--- config.mk ---
export PLATFORM = sky130hd
export DESIGN_NAME = sro_engine
export DESIGN_NICKNAME = d
export VERILOG_FILES = /design/src/rtl/sro_pkg.sv /design/src/rtl/sro_ram.sv /design/src/rtl/sro_engine.sv
export SDC_FILE = /design/constraint.sdc
export NUM_CORES = 1
export LEC_CHECK = 0
export ABC_AREA = 1
export BUFFER_PORTS_ARGS = -buffer_cell sky130_fd_sc_hd__buf_2
export CAP_MARGIN = 10
export CORE_MARGIN = 2
export CORE_UTILIZATION = 30
export CTS_CLUSTER_SIZE = 24
export DETAILED_ROUTE_END_ITERATION = 10
export SLEW_MARGIN = 10
export SYNTH_ARGS = -nofsm -noshare
export SYNTH_HDL_FRONTEND = slang
export SYNTH_SLANG_ARGS = --single-unit
--- constraint.sdc ---
create_clock -name i_clk -period 10.6 [get_ports i_clk]
set_clock_uncertainty 0.1 [all_clocks]
set_input_delay 2.12 -clock i_clk [delete_from_list [all_inputs] [get_ports i_clk]]
set_output_delay 2.12 -clock i_clk [all_outputs]
set_load 0.03 [all_outputs]
--- src/rtl/sro_pkg.sv ---
// Shared types and constants of the sequence reorder buffer.
package sro_pkg;

    localparam int TICK_W            = 32;
    localparam int PAYLOAD_W         = 32;
    localparam int SRO_WINDOW_DEPTH  = 16;
    localparam int MAX_RESULTS       = 16;
    localparam int RES_CNT_W         = $clog2(MAX_RESULTS);
    localparam int QUEUE_DEPTH       = 2;

    typedef enum logic [1:0] {
        ST_RELEASED = 2'd0,
        ST_HELD     = 2'd1,
        ST_REJECTED = 2'd2
    } t_status;

    typedef struct packed {
        logic [TICK_W-1:0]    seq_tick;
        logic [PAYLOAD_W-1:0] payload;
    } t_item;

    typedef struct packed {
        logic [TICK_W-1:0]    out_tick;
        logic [PAYLOAD_W-1:0] out_payload;
        t_status              status;
        logic                 last;
    } t_result;

endpackage

--- src/rtl/sro_ram.sv ---
// Generic single-write, single-read RAM with registered read data.
module sro_ram #(
    parameter int WIDTH = 32,
    parameter int DEPTH = 16
) (
    input  logic                     i_clk,
    input  logic                     i_we,
    input  logic [$clog2(DEPTH)-1:0] i_waddr,
    input  logic [WIDTH-1:0]         i_wdata,
    input  logic [$clog2(DEPTH)-1:0] i_raddr,
    output logic [WIDTH-1:0]         o_rdata
);

    logic [WIDTH-1:0] r_mem [DEPTH];
    logic [WIDTH-1:0] r_rdata;

    always_ff @(posedge i_clk) begin
        if (i_we) begin
            r_mem[i_waddr] <= i_wdata;
        end
        r_rdata <= r_mem[i_raddr];
    end

    assign o_rdata = r_rdata;

endmodule

--- src/rtl/sro_engine.sv ---
// Window engine: classifies an item, stores it and releases in-order runs.
module sro_engine import sro_pkg::*; #(
    parameter int WINDOW_DEPTH = SRO_WINDOW_DEPTH
) (
    input  logic    i_clk,
    input  logic    i_rst_n,
    input  logic    i_item_valid,
    input  t_item   i_item,
    output logic    o_item_pop,
    output logic    o_res_push,
    output t_result o_res,
    input  logic    i_res_free
);

    localparam int HW = $clog2(WINDOW_DEPTH);
    localparam logic [HW-1:0]     LAST_SLOT = HW'(WINDOW_DEPTH - 1);
    localparam logic [HW:0]       DEPTH_S   = (HW + 1)'(WINDOW_DEPTH);
    localparam logic [TICK_W-1:0] DEPTH_T   = TICK_W'(WINDOW_DEPTH);
    localparam logic [RES_CNT_W-1:0] CNT_LAST = RES_CNT_W'(MAX_RESULTS - 1);

    typedef enum logic [2:0] {
        S_IDLE = 3'b001,
        S_READ = 3'b010,
        S_REL  = 3'b100
    } t_state;

    t_state                  r_state,    n_state;
    logic [TICK_W-1:0]       r_expected, n_expected;
    logic [HW-1:0]           r_head,     n_head;
    logic [WINDOW_DEPTH-1:0] r_valid,    n_valid;
    logic [RES_CNT_W-1:0]    r_cnt,      n_cnt;
    logic [TICK_W-1:0]       r_tick;

    logic [TICK_W-1:0]    tick_off;
    logic                 in_win;
    logic [HW:0]          slot_sum;
    logic [HW-1:0]        slot;
    logic                 accept_ok;
    logic [HW-1:0]        head_inc;
    logic                 head_valid;
    logic                 next_valid;
    logic                 rel_last;
    logic                 we;
    logic [PAYLOAD_W-1:0] rdata;

    assign tick_off   = i_item.seq_tick - r_expected;
    assign in_win     = tick_off < DEPTH_T;
    // offset is below the depth here, so one conditional subtract wraps the slot
    assign slot_sum   = {1'b0, r_head} + {1'b0, tick_off[HW-1:0]};
    assign slot       = (slot_sum >= DEPTH_S) ? HW'(slot_sum - DEPTH_S) : slot_sum[HW-1:0];
    assign accept_ok  = in_win && !r_valid[slot];
    assign head_inc   = (r_head == LAST_SLOT) ? '0 : r_head + 1'b1;
    assign head_valid = r_valid[r_head];
    assign next_valid = r_valid[head_inc];
    assign rel_last   = (r_cnt == CNT_LAST) || !next_valid;

    always_comb begin
        n_state    = r_state;
        n_expected = r_expected;
        n_head     = r_head;
        n_valid    = r_valid;
        n_cnt      = r_cnt;
        o_item_pop = 1'b0;
        o_res_push = 1'b0;
        o_res      = '0;
        we         = 1'b0;
        unique case (r_state)
            S_IDLE: begin
                if (i_item_valid) begin
                    if (accept_ok) begin
                        o_item_pop    = 1'b1;
                        we            = 1'b1;
                        n_valid[slot] = 1'b1;
                        n_cnt         = '0;
                        n_state       = S_READ;
                    end else if (i_res_free) begin
                        o_item_pop        = 1'b1;
                        o_res_push        = 1'b1;
                        o_res.out_tick    = i_item.seq_tick;
                        o_res.out_payload = '0;
                        o_res.status      = ST_REJECTED;
                        o_res.last        = !head_valid;
                        n_cnt             = RES_CNT_W'(1);
                        n_state           = head_valid ? S_READ : S_IDLE;
                    end
                end
            end
            S_READ: begin
                n_state = S_REL;
            end
            S_REL: begin
                if (i_res_free) begin
                    o_res_push = 1'b1;
                    if (head_valid) begin
                        o_res.out_tick    = r_expected;
                        o_res.out_payload = rdata;
                        o_res.status      = ST_RELEASED;
                        o_res.last        = rel_last;
                        n_valid[r_head]   = 1'b0;
                        n_expected        = r_expected + 1'b1;
                        n_head            = head_inc;
                        n_cnt             = r_cnt + 1'b1;
                        if (rel_last) begin
                            n_state = S_IDLE;
                        end
                    end else begin
                        // stored item did not open a run
                        o_res.out_tick    = r_tick;
                        o_res.out_payload = '0;
                        o_res.status      = ST_HELD;
                        o_res.last        = 1'b1;
                        n_state           = S_IDLE;
                    end
                end
            end
            default: begin
                n_state = S_IDLE;
            end
        endcase
    end

    always_ff @(posedge i_clk) begin
        if (!i_rst_n) begin
            r_state    <= S_IDLE;
            r_expected <= TICK_W'(1);
            r_head     <= HW'(1 % WINDOW_DEPTH);
            r_valid    <= '0;
            r_cnt      <= '0;
        end else begin
            r_state    <= n_state;
            r_expected <= n_expected;
            r_head     <= n_head;
            r_valid    <= n_valid;
            r_cnt      <= n_cnt;
        end
    end

    always_ff @(posedge i_clk) begin
        if (o_item_pop) begin
            r_tick <= i_item.seq_tick;
        end
    end

    // read address follows the next head so data lines up with r_head
    sro_ram #(
        .WIDTH (PAYLOAD_W),
        .DEPTH (WINDOW_DEPTH)
    ) u_slot_ram (
        .i_clk   (i_clk),
        .i_we    (we),
        .i_waddr (slot),
        .i_wdata (i_item.payload),
        .i_raddr (n_head),
        .o_rdata (rdata)
    );

endmodule

# Word level (Yosys, flattened, before mapping)
# Memories as Yosys holds them, arrays and structs flattened. A register that Yosys moved wholly into a read port is not among the register bits.
# Cells that the tools add are included.
# word_totals
regBits	91
ramBits	512
mem_count	1
# mem_list
memory	depth	word_bits	rd	rd_ports_with_merged_regs	write_ports	line	source
u_slot_ram.r_mem	16	32	1	1	1	sro_ram.sv:14	logic [WIDTH-1:0] r_mem [DEPTH];
# classes
n_addsub	6
n_lt_le_gt_ge	7
n_eq_ne	11
n_mux	52
bitwise_logic	3
reduce_logical	12
# op_table
op	n
2-to-1 mux 67 bit	5
case mux 67 bit (2 select lines)	1
2-to-1 mux 16 bit	4
2-to-1 mux 4 bit	10
adder 32 x 1 -> 32 bit (second input constant)	1
< comparator 32 x 5 -> 1 bit (second input constant)	1
case mux 16 bit (2 select lines)	1
subtractor 32 bit	1
2-to-1 mux 3 bit	6
bitwise AND 16 bit	1
2-to-1 mux 1 bit	16
inverter 16 bit	1
bitwise OR 16 bit	1
< comparator 4 x 5 -> 1 bit (second input constant)	3
binary-select mux 1 bit (select 4 bit)	3
AND reduction 5 bit	2
case mux 3 bit (3 select lines)	1
adder 4 x 1 -> 4 bit (second input constant)	2
demux 1 bit (select 4 bit)	2
equality test 4 bit (second input constant)	2
greater-or-equal comparator 4 x 1 -> 1 bit (second input constant)	2
inequality test 2 bit (second input constant)	4
case mux 4 bit (2 select lines)	1
inequality test 3 bit (second input constant)	2
other kinds (14)	18

# Depth between registers and ports, before layout
# Gate-level depths: netlist of the first run.
# logic_depth
depth_word	13
mapped_depth	25
mapped_depth_nobuf	24

# Modules after synthesis
# A second synthesis of the first run with hierarchy kept.
# hier_totals
cells_unflattened	3547
area_unflattened_um2	31301.3
# by_module_without_submodules
mod	n_inst	cells_each	area_per_inst_um2	seq_area_each_um2
sro_ram	1	2120	22730.6	16015.4
sro_engine	1	1427	8570.7	2142.1

# Worst setup path after synthesis of the first run
# OpenSTA, ideal clock, no wires.
# synth_path
path_type	input -> output
startpoint	input port i_item[32] (netlist name)
endpoint	output port o_item_pop
arrival_time_ns	6.410
required_time_ns	8.380
slack_ns	1.970
cell_stages	20
path_cell_list	inv_1 -> ha_1 -> fa_1 -> fa_1 -> inv_1 -> nand2_1 -> inv_1 -> nand2_1 -> o2111ai_1 -> nand3_1 -> nand2_1 -> inv_1 -> nand2_1 -> nor2_1 -> nand3_1 -> nor2_2 -> nand2_4 -> nand3_2 -> nand2_1 -> nor2_1
# synth_via
elab_chain_len	11
# synth_rtl
item	line	source
from (decl)	sro_engine.sv:8	input t_item i_item,
subtractor 32 bit *	sro_engine.sv:46	assign tick_off = i_item.seq_tick - r_expected;
adder 4 x 4 -> 5 bit	sro_engine.sv:49	assign slot_sum = {1'b0, r_head} + {1'b0, tick_off[HW-1:0]};
subtractor 4 x 1 -> 4 bit / greater-or-equal comparator 5 bit (equally long branches)	sro_engine.sv:50	assign slot = (slot_sum >= DEPTH_S) ? HW'(slot_sum - DEPTH_S) : slot_sum[HW-1:0];
2-to-1 mux 4 bit	sro_engine.sv:50	
binary-select mux 1 bit (select 4 bit)	sro_engine.sv:51	assign accept_ok = in_win && !r_valid[slot];
2-to-1 mux 1 bit (not written as such)	sro_engine.sv:51	
zero test 1 bit	sro_engine.sv:51	
logical AND 1 bit *	sro_engine.sv:51	
2-to-1 mux 1 bit *	sro_engine.sv:70	if (accept_ok) begin
2-to-1 mux 1 bit *	sro_engine.sv:69	if (i_item_valid) begin
2-to-1 mux 1 bit *	sro_engine.sv:67	unique case (r_state)
to (decl)	sro_engine.sv:9	output logic o_item_pop,
# Every way passes the cells marked *; elsewhere a longest branch is shown, timed or not. The select of a mux whose other input is x is not followed.

==> results of run 1 <==
==> sequential cells by signal, summed over array words and instances (netlist names) <==
| name | flops |
|---|---|
| r_valid | 16 |
| u_slot_ram.r_mem | 512 |
| r_state | 3 |
| r_head | 4 |
| r_expected | 32 |
| r_tick | 32 |
| u_slot_ram.o_rdata | 32 |
| r_cnt | 4 |
==> per-layer routing <==
metal  vias to the layer above  global-route usage (%)  share of wire (%)
li1                      10165                       -                  -
met1                     10370                    21.1                 43
met2                       641                    27.4                 48
met3                       159                    2.63                5.5
met4                        12                    5.03                2.9
met5                         -                       0              0.096
==> cell type report <==
cell class | count | share of cell area [%]
flip-flops and latches | 635 | 53.8
repair buffers | 167 | 2.74
inverters | 242 | 2.73
clock inverters | 38 | 1.52
clock buffers | 93 | 5.68
multi-input cells | 1813 | 28.8
well taps | 1276 | 4.73
==> tightest hold or removal path, stage by stage (launching register included) <==
cell and delay, ns:
sky130_fd_sc_hd__dfxtp_1 0.32, sky130_fd_sc_hd__nand2_1 0.06, sky130_fd_sc_hd__a21oi_1 0.06
==> cell usage after synthesis (3+ instances only) <==
master	number
sky130_fd_sc_hd__xor2_1	14
sky130_fd_sc_hd__o21ai_0	232
sky130_fd_sc_hd__inv_1	230
sky130_fd_sc_hd__inv_2	10
sky130_fd_sc_hd__or2_2	34
sky130_fd_sc_hd__nand2_2	9
sky130_fd_sc_hd__a21oi_1	63
sky130_fd_sc_hd__nand2_1	507
sky130_fd_sc_hd__buf_1	7
sky130_fd_sc_hd__o21ai_2	3
sky130_fd_sc_hd__nor3_1	32
sky130_fd_sc_hd__nand3_1	170
sky130_fd_sc_hd__nor2_2	5
sky130_fd_sc_hd__dfxtp_1	91
sky130_fd_sc_hd__nor4_1	5
sky130_fd_sc_hd__buf_2	82
sky130_fd_sc_hd__o21ai_1	41
sky130_fd_sc_hd__nor3_2	12
sky130_fd_sc_hd__nand2_4	4
sky130_fd_sc_hd__buf_4	7
sky130_fd_sc_hd__a32oi_1	6
sky130_fd_sc_hd__o21bai_1	130
sky130_fd_sc_hd__nor2_1	268
sky130_fd_sc_hd__nand3_2	4
sky130_fd_sc_hd__o211ai_1	131
sky130_fd_sc_hd__clkbuf_1	36
sky130_fd_sc_hd__a31oi_1	13
sky130_fd_sc_hd__xnor2_1	3
sky130_fd_sc_hd__edfxtp_1	544
sky130_fd_sc_hd__a22oi_1	26
sky130_fd_sc_hd__ha_1	40
sky130_fd_sc_hd__a21o_1	3
sky130_fd_sc_hd__nand4_1	23
sky130_fd_sc_hd__nand3b_1	9
sky130_fd_sc_hd__nor3b_1	5
sky130_fd_sc_hd__buf_6	8
==> worst min path at each step <==
stage	start	endpoint	depth (start not counted)
3_5_place_dp	r_valid[6]$_SDFFE_PN0P_	r_valid[6]$_SDFFE_PN0P_	2
4_1_cts	r_valid[6]$_SDFFE_PN0P_	r_valid[6]$_SDFFE_PN0P_	2
2_1_floorplan	r_valid[6]$_SDFFE_PN0P_	r_valid[6]$_SDFFE_PN0P_	2
5_1_grt	r_valid[6]$_SDFFE_PN0P_	r_valid[6]$_SDFFE_PN0P_	2
3_3_place_gp	r_valid[6]$_SDFFE_PN0P_	r_valid[6]$_SDFFE_PN0P_	2
6_report	r_expected[16]$_SDFFE_PN0P_	r_expected[16]$_SDFFE_PN0P_	2
==> metrics by stage <==
step	total power, W	std cells
global placement	0.00302	4133
floorplan	0.00293	2830
detailed placement	0.00302	4133
finish	0.00550	4264
global route	0.00568	4264
CTS	0.00555	4264
==> report_power, final <==
| group | total, W | internal [W] | switching [W] |
|---|---|---|---|
| logic | 0.000239 | 0.0000654 | 0.000173 |
| registers | 0.00273 | 0.00272 | 0.00000527 |
| clock network | 0.00253 | 0.00148 | 0.00105 |
==> logic make-up (layout without fill, tap and decap cells) <==
group                    after synthesis  in the layout  share of synthesized area [%]
AO/OA/AOI/OAI                        661            661                           14.1
AND/OR/NAND/NOR                     1093           1093                           16.2
flip-flops                           635            635                           61.8
XOR/XNOR                              17             17                          0.507
adder cells (fa/ha/maj)               42             42                           1.84
buffers and inverters                382            540                           5.52
==> summary.md, run 1 <==
| Metric | Value |
|---|---|
| Overall routed net length | `82200 um` |
| Post-place setup slack | `2.52 ns` |
| Origin of the critical flop-to-flop path | `r_head[0]$_SDFF_PN1_` |
| Critical Path End Type | `output pin` |
| Synth Register Bits | `635` |
| Routed vias | `21347` |
| Synth unique cells | `51` |
| CTS root buffer | `sky130_fd_sc_hd__clkbuf_16` |
| Worst vdd ir | `0.000130 V` |
| CP Buf/Inv Count | `6` |
| Core area | `0.0969 mm^2` |
| Initial Util | `30.3%` |
| Area growth from synthesis to layout | `15.0%` |
| Area occupied by multi-input gates | `0.00974 mm^2` |
| Number of detailed-routing iterations run before antenna repair | `5` |
| Sequential element share of the synthesized area | `61.8%` |
| Class of the tightest hold or removal check | `reg -> reg` |
| Fraction of layout instances using a drive strength above 1 | `12.9%` |
| Setup repair after global routing missed its margin | `no` |
| Count of inserted antenna diode cells | `0` |
| Final hold violation count | `0` |
| Critical Path Slowest Stage Cell | `sky130_fd_sc_hd__fa_1` |
| Most used flip-flop cell after synthesis | `sky130_fd_sc_hd__edfxtp_1` |
| Largest driver fanout on the critical path | `31` |
| Count of warnings emitted by yosys | `0` |
| Chip Width | `317 um` |
| Max-slew headroom | `24.2%` |
| Wire length of the first global-routing pass | `124000 um` |
| Leading cell types in the layout, fill and taps excluded | `544 x sky130_fd_sc_hd__edfxtp_1, 507 x sky130_fd_sc_hd__nand2_1, 257 x sky130_fd_sc_hd__nor2_1` |
| Routability-driven placement congestion ratio | `0.931` |
| Top Family by Delay on Critical Path | `adder cells` |
| Final global-route overflow total | `0` |
| H-tree depth | `3` |
| Share of the cycle needed by the critical path after routing | `76.6%` |
| Starting DRT DRC Count | `1733` |
| End-of-flow core utilization | `34.9%` |
| R2R cell count | `17` |
| Cells traversed along the worst timing path | `buf_2 > inv_1 > ha_1 > fa_1 > fa_1 > nor2_1 > inv_1 > o221ai_1 > nand3_1 > nand2_1 > inv_1 > nand2_1 > nor2_1 > nand3_1 > nor2_2 > nand2_4 > nand2_1 > inv_2 > nand2_1 > o21ai_1 > buf_2` |
| Net Count, Synth | `2940` |
| Accumulated negative setup slack | `0 ns` |
| Post-cts gate resize count | `0` |
| Fill cell instance count of the final layout | `9649` |
| Number of enable flip-flop cells after synthesis | `544` |
| Pin count of the biggest net entering global routing | `226` |
| Transition at the pin with the smallest max-transition slack | `1.14 ns` |
| Reported leakage power | `12.3 nW` |
| Number of violations of the max-capacitance limit | `0` |
| FF/Latch Area | `0.0182 mm^2` |
| Tmin final | `8.12 ns` |
| Share of synthesized registers carrying an async set or reset | `0%` |
| Pwr Density | `163 mW/mm^2` |
| Post-detailed-route DRC marker count | `0` |
| Data arrival, critical path | `5.90 ns` |
| Post-detailed-route count of antenna-violating nets | `0` |
| Minimum setup slack in the final design | `2.48 ns` |
| Placed inst area | `0.0313 mm^2` |
| Vias in the first global route | `20462` |
| Kind of start point of the critical path | `input port` |
| Global-route usage over all layers | `16.2%` |
| Worst path most repeated cell | `sky130_fd_sc_hd__nand2_1` |
| Final number of setup-violating endpoints | `0` |
| Setup bufs post-CTS | `0` |
| Critical path class | `in -> out` |
| Maximum buffer depth of the clock tree | `3` |
| Height of the die | `317 um` |
| Count of buffers from port buffering | `136` |
| Required time of the worst setup path | `8.38 ns` |
| Half-perimeter wire length of the detailed placement result | `45300 um` |
| Average wire per cell in the routed design | `19.3 um` |
| Capturing point of the worst reg2reg path | `u_slot_ram.o_rdata[7]$_DFF_P_` |
| I/O pin count | `137` |
| Register-to-register setup slack | `5.24 ns` |
| Via-per-instance ratio | `5.01` |
| Post-layout nets | `3040` |
| Crit path from | `i_item[32]` |
| Stages on the worst setup path | `21` |
| Final Cell Area | `0.0338 mm^2` |
| Worst Setup EP | `o_res[53]` |
| Clock insertion delay at the later pin of the skew report | `0.63 ns` |
| Portion of synthesized cell area occupied by the leading cell type | `55.6%` |
| Outcome | `complete, no violations` |
| CP max stage delay | `0.55 ns` |
| Clock input transition at the sequential cells of the worst setup and hold paths | `0.06 ns` |
| Max Clock Freq | `123 MHz` |
| Total CTS buffers | `71` |
| Placement row count | `114` |
| Initial antenna violation count | `8` |
| Number of sinks handled by clock tree synthesis | `635` |
| Worst Hold Slack | `0.393 ns` |
| Die Outline Area | `0.100 mm^2` |
| Cells after Synth | `2830` |
| Most common cell after layout, fill and taps aside | `sky130_fd_sc_hd__edfxtp_1` |
| Largest area contributor in the synthesized netlist | `sky130_fd_sc_hd__edfxtp_1` |
| Syn avg cell area | `10.4 um^2` |
| Netlist Area Pre-Place | `0.0294 mm^2` |
| Top post-synthesis cells by area | `sky130_fd_sc_hd__edfxtp_1 56%, sky130_fd_sc_hd__nand2_1 6.5%, sky130_fd_sc_hd__dfxtp_1 6.2%` |
| Post-CTS Hold Fix Bufs | `0` |
| Count of pins over their slew limit | `0` |
| CTS tree | `built` |
(Power assumes the default switching activity.)
==> run 2, diff against run 1 <==
Clock period 10.6 ns to 7.3 ns, I/O delays scaled along.
==> summary.md, run 2 (synthesis gave the netlist of run 1 again) <==
| Metric | Value |
|---|---|
| Vias in the first global route | `20366 (was 20462)` |
| Data arrival, critical path | `5.10 ns (was 5.90 ns)` |
| Number of instances in the placed design | `4141 (was 4133)` |
| Count of buffers from port buffering | `136 (unchanged)` |
| Area growth from synthesis to layout | `15.4% (was 15.0%)` |
| Setup repair after global routing missed its margin | `no (unchanged)` |
| Post-place setup slack | `0.629 ns (was 2.52 ns)` |
| Chip Width | `317 um (unchanged)` |
| Fraction of layout instances using a drive strength above 1 | `13.1% (was 12.9%)` |
| Placement row count | `114 (unchanged)` |
| Kind of start point of the critical path | `input port (unchanged)` |
| Max-slew headroom | `28.8% (was 24.2%)` |
| Number of violations of the max-capacitance limit | `0 (unchanged)` |
| Via-per-instance ratio | `4.96 (was 5.01)` |
| Count of pins over their slew limit | `0 (unchanged)` |
| Critical Path Slowest Stage Cell | `sky130_fd_sc_hd__fa_1 (unchanged)` |
| Critical Path End Type | `output pin (unchanged)` |
| Global-route usage over all layers | `16.3% (was 16.2%)` |
| Pwr Density | `237 mW/mm^2 (was 163 mW/mm^2)` |
| Class of the tightest hold or removal check | `reg -> reg (unchanged)` |
| I/O pin count | `137 (unchanged)` |
| Fill cell instance count of the final layout | `9577 (was 9649)` |
| Initial antenna violation count | `7 (was 8)` |
| Clock input transition at the sequential cells of the worst setup and hold paths | `0.05 ns (was 0.06 ns)` |
| CTS tree | `built (unchanged)` |
| Area occupied by multi-input gates | `0.00974 mm^2 (unchanged)` |
| Final number of setup-violating endpoints | `0 (unchanged)` |
| Number of sinks handled by clock tree synthesis | `635 (unchanged)` |
| H-tree depth | `3 (unchanged)` |
| Max Clock Freq | `150 MHz` |
| Average wire per cell in the routed design | `19.3 um (about the same)` |
| Overall routed net length | `82700 um (was 82200 um)` |
| Initial Util | `30.3% (unchanged)` |
| Cells traversed along the worst timing path | `buf_2 > inv_1 > ha_1 > fa_1 > fa_1 > nor2_1 > inv_1 > o221ai_1 > nand3_1 > nand2_1 > inv_1 > nand2_1 > nor2_1 > nand3_1 > nor2_2 > nand2_4 > nand2_1 > inv_2 > nand2_1 > o21ai_1 > buf_2 (unchanged)` |
| Accumulated negative setup slack | `0 ns (unchanged)` |
| Register name with the most flops | `u_slot_ram.r_mem (unchanged)` |
| Height of the die | `317 um (unchanged)` |
| FF/Latch Area | `0.0182 mm^2 (unchanged)` |
| Post-cts gate resize count | `0 (unchanged)` |
| Outcome | `complete, no violations (unchanged)` |
| Transition at the pin with the smallest max-transition slack | `1.07 ns (was 1.14 ns)` |
| Half-perimeter wire length of the detailed placement result | `48300 um (was 45300 um)` |
| Reported leakage power | `12.3 nW (about the same)` |
| Leading cell types in the layout, fill and taps excluded | `544 x sky130_fd_sc_hd__edfxtp_1, 507 x sky130_fd_sc_hd__nand2_1, 257 x sky130_fd_sc_hd__nor2_1 (unchanged)` |
| Setup bufs post-CTS | `0 (unchanged)` |
| Pin count of the biggest net entering global routing | `110 (was 226)` |
| Routability-driven placement congestion ratio | `0.916 (was 0.931)` |
| Wire length of the first global-routing pass | `124000 um (about the same)` |
| Post-CTS Hold Fix Bufs | `0 (unchanged)` |
| Final global-route overflow total | `0 (unchanged)` |
| Critical path class | `in -> out (unchanged)` |
| Post-detailed-route DRC marker count | `0 (unchanged)` |
| CP max stage delay | `0.57 ns (was 0.55 ns)` |
| Clock insertion delay at the later pin of the skew report | `0.67 ns (was 0.63 ns)` |
| Most common cell after layout, fill and taps aside | `sky130_fd_sc_hd__edfxtp_1 (unchanged)` |
| Post-layout nets | `3049 (was 3040)` |
| Worst vdd ir | `0.000215 V (was 0.000130 V)` |
| Post-detailed-route count of antenna-violating nets | `0 (unchanged)` |
| CTS root buffer | `sky130_fd_sc_hd__clkbuf_16 (unchanged)` |
| Largest driver fanout on the critical path | `31 (unchanged)` |
| Minimum setup slack in the final design | `0.645 ns (was 2.48 ns)` |
| Number of detailed-routing iterations run before antenna repair | `8 (was 5)` |
| Number of flip-flops in the largest register | `512 (unchanged)` |
| Layout Cells excl Fill | `4275 (was 4264)` |
| Tmin final | `6.66 ns` |
| Share of the cycle needed by the critical path after routing | `91.2%` |
| Starting DRT DRC Count | `2172 (was 1733)` |
| Maximum buffer depth of the clock tree | `3 (unchanged)` |
| Required time of the worst setup path | `5.74 ns (was 8.38 ns)` |
| Worst path most repeated cell | `sky130_fd_sc_hd__nand2_1 (unchanged)` |
| Core area | `0.0969 mm^2 (unchanged)` |
| Count of inserted antenna diode cells | `0 (unchanged)` |
| Die Outline Area | `0.100 mm^2 (unchanged)` |
| Final hold violation count | `0 (unchanged)` |
| Routed vias | `21215 (was 21347)` |
| Total CTS buffers | `72 (was 71)` |
run 2: layout make-up:
type | count | share of cell area [%]
flip-flops and latches | 635 | 53.6
multi-input cells | 1813 | 28.7
clock buffers | 101 | 6.00
inverters | 242 | 2.70
clock inverters | 33 | 1.22
well taps | 1276 | 4.71
repair buffers | 175 | 3.06
run 2: power by group:
group	internal [W]	switching [W]	total [W]
registers	0.00395	0.00000764	0.00396
clock network	0.00218	0.00153	0.00371
logic	0.0000960	0.000254	0.000350
run 2: critical path, delay by kind of cell:
kind	cells	cell delay (ns)
compound gates	2	0.33
simple gates	10	1.02
fa+ha+maj	3	1.30
buf+inv	6	0.98
run 2: final timing paths:
check,startpoint,end,slack (ns),cells past startpoint
worst max-delay path,i_item[32],o_res[37],0.64,21
worst min-delay path,r_valid[6]$_SDFFE_PN0P_,r_valid[6]$_SDFFE_PN0P_,0.39,2
worst max register to register,r_expected[0]$_SDFFE_PN1P_,u_slot_ram.r_mem[12][28]$_DFFE_PP_,2.30,19
worst min register to register,r_valid[6]$_SDFFE_PN0P_,r_valid[6]$_SDFFE_PN0P_,0.39,2
run 2: routing by layer:
| layer | track usage (%) | routed length, um | part of all wire (%) | vias up |
|---|---|---|---|---|
| met3 | 2.58 | 4160 | 5.0 | 161 |
| met5 | 0 | 39 | 0.047 | - |
| met1 | 21.7 | 36900 | 45 | 10241 |
| li1 | - | - | - | 10191 |
| met4 | 5.47 | 2460 | 3.0 | 6 |
| met2 | 26.9 | 39100 | 47 | 616 |
run 2: metrics by stage:
step | hold WS [ns] | instance area, um^2 | utilization [%] | total power, W
final | 0.387 | 33900 | 35.0 | 0.00802
after global routing | 0.419 | 33900 | 35.0 | 0.00828
after CTS | 0.387 | 33900 | 35.0 | 0.00809
after detailed placement | 0.379 | 31400 | 32.5 | 0.00439
after global placement | 0.372 | 31400 | 32.5 | 0.00438
after floorplan | 0.353 | 29400 | - | 0.00425
==> run 3, diff against run 2 <==
Settings changed: SYNTH_HIERARCHICAL set to 1.
==> summary.md, run 3 <==
| Metric | Value |
|---|---|
| Number of flip-flops in the largest register | `512 (unchanged)` |
| Sequential element share of the synthesized area | `58.0% (was 61.8%)` |
| Overall routed net length | `87800 um (was 82700 um)` |
| Data arrival, critical path | `5.04 ns (was 5.10 ns)` |
| Critical path class | `in -> out (unchanged)` |
| Proportion of power drawn by flip-flops and latches | `51.5% (was 49.4%)` |
| Switching power share of the total | `22.8% (was 22.3%)` |
| Share of synthesized registers carrying an async set or reset | `0% (unchanged)` |
| Chip Width | `327 um (was 317 um)` |
| Synth Register Bits | `635 (unchanged)` |
| Pwr Density | `217 mW/mm^2 (was 237 mW/mm^2)` |
| Final hold violation count | `0 (unchanged)` |
| Setup repair after global routing missed its margin | `no (unchanged)` |
| Initial antenna violation count | `3 (was 7)` |
| Placed inst area | `0.0334 mm^2 (was 0.0314 mm^2)` |
| I/O pin count | `137 (unchanged)` |
| Portion of synthesized cell area occupied by the leading cell type | `52.2% (was 55.6%)` |
| CP Buf/Inv Count | `6 (unchanged)` |
| Number of enable flip-flop cells after synthesis | `544 (unchanged)` |
| Most common cell after layout, fill and taps aside | `sky130_fd_sc_hd__nand2_1 (was sky130_fd_sc_hd__edfxtp_1)` |
| Syn avg cell area | `8.82 um^2 (was 10.4 um^2)` |
| Die Outline Area | `0.107 mm^2 (was 0.100 mm^2)` |
| Switch Pwr | `0.00176 W (was 0.00179 W)` |
| Synth unique cells | `56 (was 51)` |
| Fraction of layout instances using a drive strength above 1 | `9.23% (was 13.1%)` |
| Initial Util | `30.2% (was 30.3%)` |
| Kind of start point of the critical path | `input port (unchanged)` |
| Final number of setup-violating endpoints | `0 (unchanged)` |
| Reported leakage power | `15.3 nW (was 12.3 nW)` |
| Minimum setup slack in the final design | `0.700 ns (was 0.645 ns)` |
| Number of sinks handled by clock tree synthesis | `635 (unchanged)` |
| Share of the cycle needed by the critical path after routing | `90.4% (was 91.2%)` |
| Post-cts gate resize count | `0 (unchanged)` |
| Maximum buffer depth of the clock tree | `3 (unchanged)` |
| Critical Path Slowest Stage Cell | `sky130_fd_sc_hd__fa_1 (unchanged)` |
| CTS tree | `built (unchanged)` |
| Max-slew headroom | `32.3% (was 28.8%)` |
| Half-perimeter wire length of the detailed placement result | `56800 um (was 48300 um)` |
| H-tree depth | `3 (unchanged)` |
| Transition at the pin with the smallest max-transition slack | `1.01 ns (was 1.07 ns)` |
| Cells after Synth | `3547 (was 2830)` |
| Setup bufs post-CTS | `0 (unchanged)` |
| Cells traversed along the worst timing path | `buf_2 > inv_1 > ha_1 > fa_1 > fa_1 > nor2_1 > inv_1 > o21ai_0 > o211ai_1 > nand2_1 > inv_1 > nand3_1 > nor2_2 > nand3_4 > nand2_2 > inv_2 > nand2_1 > nand2_1 > buf_2 (was buf_2 > inv_1 > ha_1 > fa_1 > fa_1 > nor2_1 > inv_1 > o221ai_1 > nand3_1 > nand2_1 > inv_1 > nand2_1 > nor2_1 > nand3_1 > nor2_2 > nand2_4 > nand2_1 > inv_2 > nand2_1 > o21ai_1 > buf_2)` |
| Average wire per cell in the routed design | `17.3 um (was 19.3 um)` |
| Largest driver fanout on the critical path | `31 (unchanged)` |
| Wire length of the first global-routing pass | `135000 um (was 124000 um)` |
| Register name with the most flops | `u_slot_ram/r_mem (was u_slot_ram.r_mem)` |
| Outcome | `complete, no violations (unchanged)` |
| Post-CTS Hold Fix Bufs | `0 (unchanged)` |
| Top post-synthesis cells by area | `sky130_fd_sc_hd__edfxtp_1 52%, sky130_fd_sc_hd__nand2_1 13%, sky130_fd_sc_hd__nand3_1 7.5% (was sky130_fd_sc_hd__edfxtp_1 56%, sky130_fd_sc_hd__nand2_1 6.5%, sky130_fd_sc_hd__dfxtp_1 6.2%)` |
| Total CTS buffers | `66 (was 72)` |
| Post-detailed-route DRC marker count | `0 (unchanged)` |
| Count of buffers from port buffering | `136 (unchanged)` |
| Height of the die | `327 um (was 317 um)` |
| Clock insertion delay at the later pin of the skew report | `0.62 ns (was 0.67 ns)` |
| Count of warnings emitted by yosys | `6 (was 0)` |
| Leading cell types in the layout, fill and taps excluded | `1120 x sky130_fd_sc_hd__nand2_1, 610 x sky130_fd_sc_hd__inv_1, 544 x sky130_fd_sc_hd__edfxtp_1 (was 544 x sky130_fd_sc_hd__edfxtp_1, 507 x sky130_fd_sc_hd__nand2_1, 257 x sky130_fd_sc_hd__nor2_1)` |
| Pin count of the biggest net entering global routing | `177 (was 110)` |
| Worst vdd ir | `0.000179 V (was 0.000215 V)` |
| Net Count, Synth | `3657 (was 2940)` |
| Routed vias | `23653 (was 21215)` |
| Final Cell Area | `0.0355 mm^2 (was 0.0339 mm^2)` |
| Class of the tightest hold or removal check | `reg -> reg (unchanged)` |
| Cell with the most instances after synthesis | `sky130_fd_sc_hd__nand2_1 (was sky130_fd_sc_hd__edfxtp_1)` |
| Global-route usage over all layers | `16.2% (was 16.3%)` |
| Top Family by Delay on Critical Path | `adder cells (unchanged)` |
| Logic gate share of total power | `5.3% (was 4.4%)` |
| Routability-driven placement congestion ratio | `0.928 (was 0.916)` |
| CP max stage delay | `0.59 ns (was 0.57 ns)` |
| Clock input transition at the sequential cells of the worst setup and hold paths | `0.06 ns (was 0.05 ns)` |
| Placement row count | `118 (was 114)` |
| Netlist Area Pre-Place | `0.0313 mm^2 (was 0.0294 mm^2)` |
| Max Clock Freq | `152 MHz (was 150 MHz)` |
| Number of violations of the max-capacitance limit | `0 (unchanged)` |
| Most used flip-flop cell after synthesis | `sky130_fd_sc_hd__edfxtp_1 (unchanged)` |
| Starting DRT DRC Count | `2068 (was 2172)` |
| Area growth from synthesis to layout | `13.6% (was 15.4%)` |
| Largest area contributor in the synthesized netlist | `sky130_fd_sc_hd__edfxtp_1 (unchanged)` |
| Cell-internal power | `0.00596 W (was 0.00624 W)` |
| Post-place setup slack | `0.719 ns (was 0.629 ns)` |
| Proportion of power drawn by the clock network | `43.2% (was 46.2%)` |
| Post-layout nets | `3763 (was 3049)` |
| Accumulated negative setup slack | `0 ns (unchanged)` |
| Core area | `0.103 mm^2 (was 0.0969 mm^2)` |
| CTS root buffer | `sky130_fd_sc_hd__clkbuf_16 (unchanged)` |
| Number of detailed-routing iterations run before antenna repair | `5 (was 8)` |
| Count of pins over their slew limit | `0 (unchanged)` |
| Tmin final | `6.60 ns (was 6.66 ns)` |
| Vias in the first global route | `22459 (was 20366)` |
| Critical Path End Type | `output pin (unchanged)` |
| Post-detailed-route count of antenna-violating nets | `0 (unchanged)` |
| Synth cell count leaders | `1120 x sky130_fd_sc_hd__nand2_1, 616 x sky130_fd_sc_hd__inv_1, 544 x sky130_fd_sc_hd__edfxtp_1 (was 544 x sky130_fd_sc_hd__edfxtp_1, 507 x sky130_fd_sc_hd__nand2_1, 268 x sky130_fd_sc_hd__nor2_1)` |
| Final global-route overflow total | `0 (unchanged)` |
| Via-per-instance ratio | `4.65 (was 4.96)` |
| Required time of the worst setup path | `5.74 ns (about the same)` |
==> run 3: cell types whose count changed after synthesis, moves of 35 or more <==
cell | previous run | this run
sky130_fd_sc_hd__nand2_1 | 507 | 1120
sky130_fd_sc_hd__o21ai_0 | 232 | 67
sky130_fd_sc_hd__buf_2 | 82 | 47
sky130_fd_sc_hd__o21bai_1 | 130 | 3
sky130_fd_sc_hd__o211ai_1 | 131 | 6
sky130_fd_sc_hd__nor2_1 | 268 | 174
sky130_fd_sc_hd__inv_1 | 230 | 616
sky130_fd_sc_hd__nand3_1 | 170 | 468
sky130_fd_sc_hd__o21ai_1 | 41 | 2
==> run 3: metrics by stage <==
stage,total power [W],instances,util [%],hold slack [ns]
after floorplan,0.00429,3547,-,0.349
after global placement,0.00446,4965,32.3,0.369
after detailed placement,0.00446,4965,32.3,0.373
after CTS,0.00780,5084,34.3,0.383
after global routing,0.00798,5084,34.3,0.401
final,0.00771,5085,34.3,0.389
==> run 3: kinds of logic after synthesis <==
| family | Yosys count | synth area share (%) |
|---|---|---|
| xor gates and xnor gates | 20 | 0.584 |
| and+or+nand+nor | 1880 | 25.6 |
| DFF | 635 | 58.0 |
| adders and majority gates | 42 | 1.73 |
| buffers and inverters | 765 | 10.3 |
| AOI/OAI and AO/OA | 205 | 3.87 |
==> run 3: worst paths after layout <==
| check | from | endpoint | slack (ns) | depth (start not counted) |
|---|---|---|---|---|
| worst max-delay path | i_item[32] | o_res[52] | 0.70 | 19 |
| worst min-delay path | r_valid[8]$_SDFFE_PN0P_ | r_valid[8]$_SDFFE_PN0P_ | 0.39 | 2 |
| worst max register to register | r_expected[0]$_SDFFE_PN1P_ | u_slot_ram/r_mem[9][14]$_DFFE_PP_ | 1.91 | 20 |
| worst min register to register | r_valid[8]$_SDFFE_PN0P_ | r_valid[8]$_SDFFE_PN0P_ | 0.39 | 2 |
==> run 3: power by group through the flow <==
stage,clock network [W],registers [W],logic (W)
global placement,0,0.00405,0.000410
CTS,0.00342,0.00397,0.000411
detailed placement,0,0.00405,0.000409
floorplan,0,0.00405,0.000241
finish,0.00333,0.00397,0.000408
global route,0.00355,0.00397,0.000455
==> run 3: cell type report <==
type | count | area, um^2
diodes | 1 | 2.50
clock buffers | 98 | 1850
clock inverters | 21 | 269
fillers | 10627 | 68000
inverters | 624 | 2370
multi-input cells | 2147 | 10100
flip-flops and latches | 635 | 18200
well taps | 1380 | 1730
repair buffers | 179 | 1100
==> run 3: worst reg2reg max path, cell delays in order, from the launching register on <==
cell and delay, ns:
sky130_fd_sc_hd__dfxtp_1 0.30, sky130_fd_sc_hd__buf_4 0.17, sky130_fd_sc_hd__ha_1 0.23, sky130_fd_sc_hd__fa_1 0.42, sky130_fd_sc_hd__xnor2_1 0.19, sky130_fd_sc_hd__ha_1 0.30
sky130_fd_sc_hd__a21oi_1 0.14, sky130_fd_sc_hd__nand2_1 0.07, sky130_fd_sc_hd__nand3b_1 0.17, sky130_fd_sc_hd__nand2_2 0.19, sky130_fd_sc_hd__inv_1 0.12, sky130_fd_sc_hd__nand2_1 0.17
sky130_fd_sc_hd__a21oi_1 0.09, sky130_fd_sc_hd__nor4_1 0.30, sky130_fd_sc_hd__nand2_1 0.10, sky130_fd_sc_hd__nor2_1 0.11, sky130_fd_sc_hd__nand3_1 0.09, sky130_fd_sc_hd__nor3_1 0.50
sky130_fd_sc_hd__nand3b_1 0.47, sky130_fd_sc_hd__nor2_4 0.57, sky130_fd_sc_hd__buf_4 0.30
==> run 3: per-layer routing <==
metal	track usage (%)	wire length [um]	up-vias	share of wire, %
li1	-	-	11650	-
met4	4.37	2070	0	2.4
met5	0	0	-	0
met2	26.8	41200	729	47
met3	2.18	4720	123	5.4
met1	22.3	39800	11151	45
